## src/rtl/sprite_animation_sequencer_top_macros.svh

```systemverilog
// ----------------------------------------------------------------------------
// Sprite animation sequencer - assertion macros
// Concurrent checks used at the end of the top level; empty for synthesis.
// ----------------------------------------------------------------------------
`ifndef SPRITE_ANIMATION_SEQUENCER_TOP_MACROS_SVH
`define SPRITE_ANIMATION_SEQUENCER_TOP_MACROS_SVH

`ifndef SYNTHESIS
// Property that holds on every edge outside reset
`define SAS_ASSERT(lbl, clk, rst_n, prop, msg) \
    lbl: assert property (@(posedge clk) disable iff (!rst_n) prop) else $error(msg);
// Antecedent in one cycle implies the consequent in the next
`define SAS_ASSERT_NEXT(lbl, clk, rst_n, ante, cons, msg) \
    lbl: assert property (@(posedge clk) disable iff (!rst_n) (ante) |=> (cons)) \
        else $error(msg);
`else
`define SAS_ASSERT(lbl, clk, rst_n, prop, msg)
`define SAS_ASSERT_NEXT(lbl, clk, rst_n, ante, cons, msg)
`endif

`endif

```

## src/rtl/sas_pkg.sv

```systemverilog
// ----------------------------------------------------------------------------
// sas_pkg
// Types, sizes and helpers shared by the sprite animation sequencer.
// ----------------------------------------------------------------------------
`default_nettype none

package sas_pkg;

    localparam int MAX_ANIMS  = 16;
    localparam int MAX_FRAMES = 16;

    localparam int ANIM_W    = (MAX_ANIMS > 1) ? $clog2(MAX_ANIMS) : 1;
    localparam int FRAME_W   = (MAX_FRAMES > 1) ? $clog2(MAX_FRAMES) : 1;
    localparam int RAM_DEPTH = MAX_ANIMS * MAX_FRAMES;
    localparam int ADDR_W    = $clog2(RAM_DEPTH);
    localparam int SPRITE_W  = 16;
    localparam int DELAY_W   = 16;
    localparam int ENTRY_W   = SPRITE_W + DELAY_W;

    typedef enum logic [1:0] {
        OP_LOAD_FRAME = 2'd0,
        OP_LOAD_ID    = 2'd1,
        OP_SELECT     = 2'd2,
        OP_TICK       = 2'd3
    } op_t;

    typedef enum logic {
        ST_OK        = 1'b0,
        ST_NOT_FOUND = 1'b1
    } status_t;

    typedef struct packed {
        op_t         op;
        logic [3:0]  anim_slot;
        logic [3:0]  frame_slot;
        logic [15:0] anim_id;
        logic [15:0] sprite_code;
        logic [15:0] frame_delay;
    } req_t;

    typedef struct packed {
        logic [15:0] draw_sprite;
        logic [3:0]  play_slot;
        logic [3:0]  frame_index;
        status_t     status;
    } rsp_t;

    typedef enum logic [2:0] {
        S_IDLE,
        S_SEARCH,
        S_SEL_LOAD,
        S_TICK_CHECK,
        S_TICK_WRAP
    } state_t;

    // Frame store read address source
    typedef enum logic [1:0] {
        RD_TICK_NEXT,
        RD_TICK_FIRST,
        RD_SEL_FIRST
    } rd_src_t;

    typedef enum logic {
        EMIT_CURRENT,
        EMIT_SELECTED
    } emit_src_t;

    // Update of the playing animation state
    typedef enum logic [2:0] {
        CUR_HOLD,
        CUR_DEC,
        CUR_SELECT,
        CUR_STEP,
        CUR_WRAP
    } cur_op_t;

    typedef struct packed {
        logic      id_wr;
        logic      ram_wr;
        logic      srch_clr;
        logic      srch_inc;
        logic      pend_ld;
        logic      emit;
        emit_src_t emit_src;
        status_t   emit_status;
        rd_src_t   rd_src;
        cur_op_t   cur_op;
    } dp_cmd_t;

    typedef struct packed {
        op_t               op;
        logic              delay_zero;
        logic              delay_one;
        logic              id_zero;
        logic              id_match;
        logic              srch_last;
        logic              rd_sprite_zero;
        logic              pend_zero;
        logic              out_free;
        logic [ANIM_W-1:0] srch_idx;
    } dp_stat_t;

    function automatic logic [ADDR_W-1:0] slot_addr(input logic [ANIM_W-1:0] anim,
                                                     input logic [FRAME_W-1:0] frame);
        logic [ADDR_W-1:0] base;
        base = ADDR_W'(ADDR_W'(anim) * ADDR_W'(MAX_FRAMES));
        return base + ADDR_W'(frame);
    endfunction

endpackage

`default_nettype wire

```

## src/rtl/sas_ctrl.sv

```systemverilog
// ----------------------------------------------------------------------------
// sas_ctrl
// Controller: sequences loads, the id search and the frame step of a tick.
// ----------------------------------------------------------------------------
`default_nettype none

module sas_ctrl (
    input  wire logic              clk,
    input  wire logic              rst_n,
    input  wire logic              req_valid,
    output logic                   req_stall,
    input  wire sas_pkg::dp_stat_t stat,
    output sas_pkg::dp_cmd_t       cmd,
    output sas_pkg::state_t        state
);

    import sas_pkg::*;

    state_t state_reg, state_next;
    logic   accept;

    assign req_stall = !((state_reg == S_IDLE) && stat.out_free);
    assign accept    = req_valid && !req_stall;

    always_comb
    begin
        state_next = state_reg;
        unique case (state_reg)
            S_IDLE:
            begin
                if (accept)
                begin
                    if (stat.op == OP_SELECT)
                    begin
                        state_next = S_SEARCH;
                    end
                    else if (stat.op == OP_TICK && stat.delay_one)
                    begin
                        state_next = S_TICK_CHECK;
                    end
                end
            end
            S_SEARCH:
            begin
                priority if (stat.id_zero)
                begin
                    if (stat.out_free)
                    begin
                        state_next = S_IDLE;
                    end
                end
                else if (stat.id_match)
                begin
                    state_next = S_SEL_LOAD;
                end
                else if (stat.srch_last)
                begin
                    if (stat.out_free)
                    begin
                        state_next = S_IDLE;
                    end
                end
                else
                begin
                    // keep walking the table
                    state_next = S_SEARCH;
                end
            end
            S_SEL_LOAD:
            begin
                if (stat.out_free)
                begin
                    state_next = S_IDLE;
                end
            end
            S_TICK_CHECK:
            begin
                if (stat.rd_sprite_zero && !stat.pend_zero)
                begin
                    state_next = S_TICK_WRAP;
                end
                else
                begin
                    state_next = S_IDLE;
                end
            end
            S_TICK_WRAP: state_next = S_IDLE;
            default:     state_next = S_IDLE;
        endcase
    end

    always_comb
    begin
        cmd             = '0;
        cmd.emit_src    = EMIT_CURRENT;
        cmd.emit_status = ST_OK;
        cmd.rd_src      = RD_TICK_NEXT;
        cmd.cur_op      = CUR_HOLD;
        unique case (state_reg)
            S_IDLE:
            begin
                if (accept)
                begin
                    unique case (stat.op)
                        OP_LOAD_FRAME:
                        begin
                            cmd.ram_wr = 1'b1;
                            cmd.emit   = 1'b1;
                        end
                        OP_LOAD_ID:
                        begin
                            cmd.id_wr = 1'b1;
                            cmd.emit  = 1'b1;
                        end
                        OP_SELECT: cmd.srch_clr = 1'b1;
                        OP_TICK:
                        begin
                            cmd.emit = 1'b1;
                            priority if (stat.delay_zero)
                            begin
                                cmd.cur_op = CUR_HOLD;
                            end
                            else if (stat.delay_one)
                            begin
                                cmd.pend_ld = 1'b1;
                            end
                            else
                            begin
                                cmd.cur_op = CUR_DEC;
                            end
                        end
                        default: ;
                    endcase
                end
            end
            S_SEARCH:
            begin
                cmd.rd_src = RD_SEL_FIRST;
                priority if (stat.id_zero || (!stat.id_match && stat.srch_last))
                begin
                    cmd.emit        = stat.out_free;
                    cmd.emit_status = ST_NOT_FOUND;
                end
                else if (!stat.id_match)
                begin
                    cmd.srch_inc = 1'b1;
                end
                else
                begin
                    // hold the index on a match
                    cmd.srch_inc = 1'b0;
                end
            end
            S_SEL_LOAD:
            begin
                cmd.rd_src = RD_SEL_FIRST;
                if (stat.out_free)
                begin
                    cmd.emit     = 1'b1;
                    cmd.emit_src = EMIT_SELECTED;
                    cmd.cur_op   = CUR_SELECT;
                end
            end
            S_TICK_CHECK:
            begin
                cmd.rd_src = RD_TICK_FIRST;
                if (!(stat.rd_sprite_zero && !stat.pend_zero))
                begin
                    cmd.cur_op = CUR_STEP;
                end
            end
            S_TICK_WRAP: cmd.cur_op = CUR_WRAP;
            default: ;
        endcase
    end

    always_ff @(posedge clk or negedge rst_n)
    begin
        if (!rst_n)
        begin
            state_reg <= S_IDLE;
        end
        else
        begin
            state_reg <= state_next;
        end
    end

    assign state = state_reg;

endmodule

`default_nettype wire

```

## config.mk

```make
export PLATFORM = sky130hd
export DESIGN_NAME = sas_ctrl
export DESIGN_NICKNAME = d
export VERILOG_FILES = /design/src/rtl/sprite_animation_sequencer_top_macros.svh /design/src/rtl/sas_pkg.sv /design/src/rtl/sas_ctrl.sv
export SDC_FILE = /design/constraint.sdc
export NUM_CORES = 1
export LEC_CHECK = 0
export BUFFER_PORTS_ARGS = -buffer_cell sky130_fd_sc_hd__buf_2
export CAP_MARGIN = 15
export CORE_AREA = 2 2 39 41
export CTS_CLUSTER_SIZE = 14
export DETAILED_ROUTE_END_ITERATION = 6
export DIE_AREA = 0 0 41 43
export PLACE_DENSITY = 0.64
export SLEW_MARGIN = 10
export SYNTH_ARGS = -nofsm -noshare
export SYNTH_HDL_FRONTEND = slang
export SYNTH_SLANG_ARGS = --single-unit
```

## constraint.sdc

```tcl
create_clock -name clk -period 4.6 [get_ports clk]
set_input_delay 0.92 -clock clk [delete_from_list [all_inputs] [get_ports clk]]
set_output_delay 0.92 -clock clk [all_outputs]
set_load 0.005 [all_outputs]
```

==> impl_metrics.csv, run 1 <==
group,metric,value,unit
status,status,"finished clean",
layout,nets,93,
layout,final_layout_size_suffix_gt1_share,46.67,%
grt,grt_pass1_wl,1531,um
floorplan,die_height,43,um
timing,fin_skew,0.9293,ps
layout,final_area,510.5,um2
timing,relSlewSlack,50.58,%
route,wl,910,um
floorplan,pin_count,34,
logic_synthesis,synth_compound_area_share,21.07,%
setup_path,cp.required,3680,ps
logic_synthesis,yosysSeqAreaShare,22.99,%
grt,grt_max_degree,10,
clocking,cts_buffers,3,
clocking,post_cts_buffers,0,
timing,finalHoldViolations,0,
setup_path,end_kind,"output port",
grt,gr-total-overflow,0,
hold_path,hp-class,"input port to asynchronous set/reset pin",
clocking,tritoncts,"done",
logic_synthesis,yosysWarnings,0,
layout,layout_common_cells,"buf_2, nand2b_1, nor2_1",
timing,setup_slack,1774,ps
logic_synthesis,synthXorXnorAreaFrac,2.682,%
logic_synthesis,ys_seq_elements,3,
layout,final_cells,91,
layout,largest_register_ffs,3,
logic_synthesis,synth_top_family_by_area,"simple AND/OR/NAND/NOR gates",
clocking,hold_buffers,0,
timing,fmax,0.3539,GHz
logic_synthesis,syn_area,326.6,um2
setup_path,start_kind,"flip-flop",
setup_path,crit_fanout,8,
logic_synthesis,synth_fp_nets,60,
grt,grt_pass1_vias,385,
route,drc,0,
clocking,cts.sinks,3,
timing,slew_viol_final,0,
layout,layout_commonest_cell,"buf_2",
floorplan,fp-row-count,14,
clocking,insertion_delay,230,ps
timing,worst_pin_slew,735.6,ps
setup_path,critPathSlowestCell,"nor3_1",
logic_synthesis,synthSimpleGateAreaFrac,47.51,%
route,wire_per_inst,10.00,um
timing,totalNegativeSetupSlack,0,ps
timing,setup_viol,0,
logic_synthesis,syn_avg_cell_area,7.594,um2
floorplan,core_area,0.001384,mm2
setup_path,worstPathCellList,"nor3_1 -> nand3_1 -> nor3b_1 -> buf_2",
route,dr_total_vias,431,
pwr,power_density,395.2,mW/mm2
setup_path,slowest_delay,640,ps
logic_synthesis,ys_types,23,
logic_synthesis,muxShareOfSynthArea,0,%
setup_path,crit_type,"flip-flop to output port",
placed_design,io_buffers,29,
clocking,clkSlewWorstSetupHoldPaths,40,ps
clocking,htreeDepth,1,
grt,antenna_found_initial,0,
clocking,cts-root-buf,"clkbuf_4",
layout,area_growth_syn_to_layout,56.32,%
floorplan,die_area,0.001763,mm2
layout,insertedDiodeCount,0,
pwr,vdd_drop_max,0.1955,mV
timing,rsz0062_at_grt,"false",
grt,grt_use_total,12.47,%
route,ant_nets,0,
pwr,power.leakage,0.2838,nW
setup_path,crit_path_start,"state[0]$_DFFE_PN0P_",
setup_path,worstReg2RegStart,"state[1]$_DFFE_PN0P_",
pwr,power,0.2018,mW
setup_path,crit_arrival,1910,ps
floorplan,die_w,41,um
placed_design,pre_cts_slack,1943,ps
route,vias_per_cell,4.736,
clocking,post_cts_resized,0,
clocking,clockBufferDepth,2,
placed_design,place_inst,87,
route,drtIter0Drc,11,
floorplan,initial_core_util,23.60,%
logic_synthesis,synthAdderAreaFrac,0,%
timing,final.min_clock_period,2826,ps
route,dr.pass1.iters,4,
timing,timing.final.crit_share,61.43,%
placed_design,postPlaceCellArea,484.2,um2
job,drv_cap,0,
placed_design,place_congestion,0.7013,
logic_synthesis,synthCells,43,
## layer usage
layer | wire length, um | track usage (%) | vias up
met4 | 0 | 6.000 | 0
met2 | 436 | 19.06 | 15
li1 | - | - | 227
met1 | 402 | 15.21 | 189
met5 | 0 | 0 | -
met3 | 71 | 3.665 | 0
## stage by stage
step                      hold WS [ps]  util (%)
after global routing             464.7     36.89
final                            480.0     36.89
after CTS                        476.3     36.89
after global placement           713.0     34.99
after floorplan                  624.4         -
after detailed placement         717.9     34.99
## Yosys cell counts
cell	number	area share [%]
nor3b_1	3	6.9
and3_2	1	2.3
inv_1	3	3.4
and3b_2	1	3.1
o211ai_1	1	2.3
nand4b_1	1	2.7
nor4_1	1	1.9
dfrtp_1	3	23
nor3_1	3	4.6
a22oi_2	1	3.8
a221o_1	1	3.1
nor2_1	4	4.6
a2111o_1	1	3.4
buf_4	1	2.3
nand2b_1	4	7.7
nand2_1	3	3.4
nand3_1	2	3.1
o21ai_0	3	4.6
xnor2_1	1	2.7
and3_1	1	1.9
a21oi_1	1	1.5
o21a_1	1	2.3
or3b_1	2	5.4
## kinds of logic (layout without fill, tap and decap cells)
group                  Yosys count  count (layout)
AND/OR/NAND/NOR                 26              26
AO/OA/AOI/OAI                    9               9
buffers and inverters            4              36
flip-flops                       3               3
XOR/XNOR                         1               1
## final timing paths
check	to	slack, ps	cells after the start
max	cmd[12]	1770	4
min	state[2]$_DFFE_PN0P_	480	1
max reg2reg	state[1]$_DFFE_PN0P_	3080	3
min reg2reg	state[0]$_DFFE_PN0P_	720	2
max in group asynchronous	state[1]$_DFFE_PN0P_	4010	1
min in group clk	state[0]$_DFFE_PN0P_	720	2
## critical path: cells and delay by family (launching register included)
kind | cells | cell delay, ps
DFF | 1 | 450
and+or+nand+nor | 3 | 1080
buffers and inverters | 1 | 140
## where the power goes
part / switching, mW / internal, mW
Combinational: 0.0519 / 0.0557
Clock: 0.0126 / 0.0324
Sequential: 0.0153 / 0.0339
## area by class of cell
| cell class | instances | area (um2) |
|---|---|---|
| Sequential cell | 3 | 75.07 |
| Multi-Input combinational cell | 36 | 232.7 |
| Tap cell | 16 | 20.02 |
| Clock buffer | 4 | 26.28 |
| Fill cell | 147 | 873.3 |
| Timing Repair Buffer | 29 | 145.1 |
| Inverter | 3 | 11.26 |
(Power assumes the default switching activity.)
==> run 2, diff against run 1 <==
==> constraint.sdc (replaced) <==
create_clock -name clk -period 2.8 [get_ports clk]
set_input_delay 0.56 -clock clk [delete_from_list [all_inputs] [get_ports clk]]
set_output_delay 0.56 -clock clk [all_outputs]
set_load 0.005 [all_outputs]
==> run 2 against run 1 <==
  * First-iteration DRC count down 36%
  * Global-route usage up 0.91 points
  * Clock-buffer cell count unchanged
  * Clock power up 65%
  * Clock skew about the same
  * Combinational power up 65%
  * Critical path depth unchanged
  * Sequential power up 65%
  * Setup slack worse by 1500 ps
  * Final cell count unchanged
  * Largest power group unchanged
==> impl_metrics.csv, run 2 (synthesized netlist as in run 1, its figures left out) <==
group,metric,value,unit
floorplan,die_w,41,um
placed_design,place_inst,87,
route,ant_nets,0,
placed_design,io_buffers,29,
timing,fmax,0.3951,GHz
job,drv_cap,0,
layout,final_cells,91,
setup_path,reg2regPathDepth,3,
layout,nets,93,
setup_path,cp.required,2240,ps
layout,largest_register_ffs,3,
timing,finalHoldViolations,0,
timing,relSlewSlack,49.79,%
grt,grt_pass1_vias,398,
layout,area_growth_syn_to_layout,56.32,%
layout,layout_commonest_cell,"buf_2",
clocking,cts-root-buf,"clkbuf_4",
grt,grt_max_degree,10,
grt,antenna_found_initial,0,
hold_path,hp-class,"input port to asynchronous set/reset pin",
route,wire_per_inst,10.66,um
route,dr_total_vias,437,
layout,layout_common_cells,"buf_2, nand2b_1, nor2_1",
timing,totalNegativeSetupSlack,0,ps
setup_path,end_kind,"output port",
timing,rsz0062_at_grt,"false",
timing,final.min_clock_period,2531,ps
timing,fin_skew,1.356,ps
clocking,hold_buffers,0,
floorplan,core_area,0.001384,mm2
setup_path,crit_arrival,1970,ps
setup_path,reg2reg_slack,1270,ps
setup_path,crit_fanout,8,
route,wl,970,um
timing,worst_pin_slew,747.4,ps
setup_path,worstReg2RegStart,"state[1]$_DFFE_PN0P_",
clocking,post_cts_resized,0,
layout,final_layout_size_suffix_gt1_share,46.67,%
status,status,"finished clean",
clocking,cts_buffers,3,
clocking,post_cts_buffers,0,
floorplan,pin_count,34,
setup_path,crit_type,"flip-flop to output port",
clocking,clockBufferDepth,2,
route,dr.pass1.iters,4,
grt,gr-total-overflow,0,
setup_path,start_kind,"flip-flop",
pwr,vdd_drop_max,0.2999,mV
setup_path,rr_endpoint,"state[1]$_DFFE_PN0P_",
floorplan,die_height,43,um
clocking,insertion_delay,230,ps
pwr,power_density,653.4,mW/mm2
route,vias_per_cell,4.802,
floorplan,die_area,0.001763,mm2
timing,timing.final.crit_share,90.39,%
pwr,power.leakage,0.2838,nW
grt,grt_use_total,13.38,%
clocking,htreeDepth,1,
timing,slew_viol_final,0,
layout,nFillCells,147,
route,drc,0,
layout,insertedDiodeCount,0,
floorplan,initial_core_util,23.60,%
clocking,cts.sinks,3,
clocking,clkSlewWorstSetupHoldPaths,40,ps
route,drtIter0Drc,7,
grt,grt_pass1_wl,1593,um
timing,setup_viol,0,
placed_design,place_congestion,0.7012,
clocking,tritoncts,"done",
floorplan,fp-row-count,14,
==> run 2: cell counts in the layout (fill, tap and decap cells not counted) <==
No cell type changed its count.
==> run 2: report_power, final <==
group          total [mW]  leakage, nW  switching (mW)  internal (mW)
clock network      0.0743       0.0150          0.0210         0.0533
registers          0.0813       0.0399          0.0257         0.0556
logic               0.178        0.229          0.0865         0.0914
total               0.334        0.284           0.133          0.200
==> run 2: cell type report <==
cell class              instances  area [um2]  area share [%]
repair buffers                 29       145.1           28.43
well taps                      16       20.02           3.922
multi-input cells              36       232.7           45.59
flip-flops and latches          3       75.07           14.71
inverters                       3       11.26           2.206
clock buffers                   4       26.28           5.147
==> run 2: layer usage <==
| layer | share of wire [%] | track usage [%] | vias up |
|---|---|---|---|
| met5 | 0 | 0 | - |
| met3 | 8.7 | 3.141 | 0 |
| li1 | - | - | 228 |
| met1 | 43 | 15.86 | 190 |
| met4 | 0 | 8.000 | 0 |
| met2 | 49 | 20.63 | 19 |
==> run 2: worst max-delay path: stages (launching register included) <==
cell and delay [ps]:
dfrtp_1 450, nor3_1 660, nand3_1 250, nor3_1 230, buf_2 160
==> run 2: how the worst max path moves through the flow <==
stage,endpoint,start,depth (start not counted),slack (ps)
finish,cmd[11],state[0]$_DFFE_PN0P_,4,270
global route,cmd[12],state[1]$_DFFE_PN0P_,4,50
detailed placement,cmd[12],state[0]$_DFFE_PN0P_,4,610
floorplan,cmd[12],state[1]$_DFFE_PN0P_,4,820
global placement,cmd[12],state[1]$_DFFE_PN0P_,4,640
CTS,cmd[11],state[0]$_DFFE_PN0P_,4,300
==> run 2: stage by stage <==
step	setup slack, ps	utilization (%)	area, um2	power, mW	hold WS [ps]
5_1_grt	47.37	36.89	510.5	0.3699	108.3
4_1_cts	299.0	36.89	510.5	0.3382	112.7
3_3_place_gp	637.7	34.99	484.2	0.2556	354.9
6_report	269.1	36.89	510.5	0.3335	117.3
2_1_floorplan	815.7	-	326.6	0.1880	264.4
3_5_place_dp	610.2	34.99	484.2	0.2594	357.9
==> run 3, diff against run 2 <==
--- a/config.mk
+++ b/config.mk
@@ -11,7 +11,7 @@
 export CTS_CLUSTER_SIZE = 14
 export DETAILED_ROUTE_END_ITERATION = 6
 export DIE_AREA = 0 0 41 43
-export PLACE_DENSITY = 0.64
+export PLACE_DENSITY = 0.66
 export SLEW_MARGIN = 10
 export SYNTH_ARGS = -nofsm -noshare
 export SYNTH_HDL_FRONTEND = slang
==> constraint.sdc (replaced) <==
create_clock -name clk -period 2.2 [get_ports clk]
set_input_delay 0.44 -clock clk [delete_from_list [all_inputs] [get_ports clk]]
set_output_delay 0.44 -clock clk [all_outputs]
set_load 0.005 [all_outputs]
==> run 3 against run 2 <==
  * Power increased by 32%
  * Largest power group unchanged
  * Critical path type unchanged
  * Sequential cell count unchanged
  * Global-route usage decreased by 1.3 points
  * Register-to-register slack got worse by 590 ps
  * Core utilization increased by 1.3 points
==> impl_metrics.csv, run 3 (synthesized netlist as in run 1, its figures left out) <==
group,metric,value,unit
placed_design,place_inst,88,
route,drc,0,
grt,grt_use_total,12.07,%
floorplan,core_area,0.001384,mm2
route,ant_nets,0,
grt,antenna_found_initial,0,
layout,layout_commonest_cell,"buf_2",
setup_path,crit_path_start,"state[0]$_DFFE_PN0P_",
timing,slew_viol_final,0,
floorplan,initial_core_util,23.60,%
route,wl,935,um
timing,final.min_clock_period,2017,ps
route,drtIter0Drc,10,
layout,multi_input_area,232.7,um2
pwr,power_density,832.2,mW/mm2
clocking,insertion_delay,230,ps
job,drv_cap,0,
setup_path,start_kind,"flip-flop",
route,vias_per_cell,4.796,
pwr,vdd_drop_max,0.3572,mV
setup_path,reg2reg_slack,680,ps
placed_design,io_buffers,29,
setup_path,cp.required,1760,ps
timing,finalHoldViolations,0,
layout,layout_common_cells,"buf_2, nand2b_1, nor2_1",
floorplan,die_area,0.001763,mm2
setup_path,end_kind,"output port",
hold_path,hp-class,"input port to flip-flop",
status,status,"finished clean",
grt,gr-total-overflow,0,
clocking,htreeDepth,1,
setup_path,crit_fanout,8,
placed_design,hpwlAfterDp,757.9,um
layout,nFillCells,154,
floorplan,die_height,43,um
route,dr.pass1.iters,4,
timing,worst_pin_slew,382.1,ps
grt,grt_max_degree,10,
floorplan,fp-row-count,14,
clocking,clkSlewWorstSetupHoldPaths,40,ps
clocking,cts-root-buf,"clkbuf_4",
setup_path,crit_arrival,1580,ps
timing,relSlewSlack,74.33,%
layout,final_util,38.16,%
placed_design,place_congestion,0.7350,
layout,final_layout_size_suffix_gt1_share,46.75,%
layout,area_growth_syn_to_layout,61.69,%
timing,totalNegativeSetupSlack,0,ps
floorplan,die_w,41,um
timing,setup_viol,0,
layout,nets,95,
hold_path,hold_start,"stat[5]",
clocking,cts_buffers,3,
route,wire_per_inst,10.05,um
timing,rsz0062_at_grt,"false",
layout,regArea,75.07,um2
pwr,power.leakage,0.2927,nW
timing,hold_slack,374.4,ps
clocking,clockBufferDepth,2,
timing,timing.final.crit_share,91.68,%
layout,insertedDiodeCount,0,
grt,grt_pass1_vias,381,
clocking,tritoncts,"done",
layout,final_cells,93,
floorplan,pin_count,34,
timing,fmax,0.4958,GHz
layout,largest_register_ffs,3,
grt,grt_pass1_wl,1469,um
setup_path,crit_type,"flip-flop to output port",
clocking,cts.sinks,3,
setup_path,worstReg2RegStart,"state[1]$_DFFE_PN0P_",
timing,fin_skew,1.412,ps
route,dr_total_vias,446,
run 3: cell count changes in the layout (fill, tap and decap cells not counted), sizes merged:
cell	change
buf	+1
dlygate4sd3	+1
run 3: final timing paths:
path,to,cells past startpoint
setup / recovery,cmd[7],5
hold / removal,state[2]$_DFFE_PN0P_,2
setup reg to reg,state[1]$_DFFE_PN0P_,3
hold reg to reg,state[0]$_DFFE_PN0P_,2
max in group asynchronous,state[1]$_DFFE_PN0P_,2
min in group asynchronous,state[2]$_DFFE_PN0P_,2
run 3: where the power goes:
part,internal (mW),switching [mW]
clock,0.0679,0.0270
combinational,0.131,0.110
sequential,0.0708,0.0326
total,0.270,0.170
run 3: per-layer routing:
layer / vias up / GRT usage (%) / share of wire (%)
met5: - / 0 / 0
met1: 203 / 15.21 / 46
li1: 227 / - / -
met4: 0 / 6.000 / 0
met3: 0 / 3.141 / 6.7
met2: 16 / 18.13 / 47
run 3: what timing repair did:
action,4_1_cts,5_1_grt
endpoints found under the hold margin,3,0
setup buffers,0,0
resized for setup,0,0
hold buffers,1,0
run 3: layout make-up:
cell class                 instances  area share, %
multi-input combinational         36          44.08
timing repair buffer              31          30.81
sequential                         3          14.22
clock buffer                       4          4.976
tap                               16          3.791
inverter                           3          2.133
run 3: stage by stage:
| step | worst slack [ps] | instance area (um2) | power, mW |
|---|---|---|---|
| detailed placement | 418.6 | 491.7 | 0.3466 |
| CTS | 172.9 | 528.0 | 0.4466 |
| finish | 183.1 | 528.0 | 0.4394 |
| floorplan | 335.7 | 326.6 | 0.2392 |
| global route | 72.68 | 528.0 | 0.4849 |
| global placement | 435.5 | 491.7 | 0.3406 |
run 3: critical path: stages (launching register included):
cell and delay [ps]:
dfrtp_1 460, nor3_1 100, buf_4 160, and3_2 200, a221o_1 300, buf_2 120
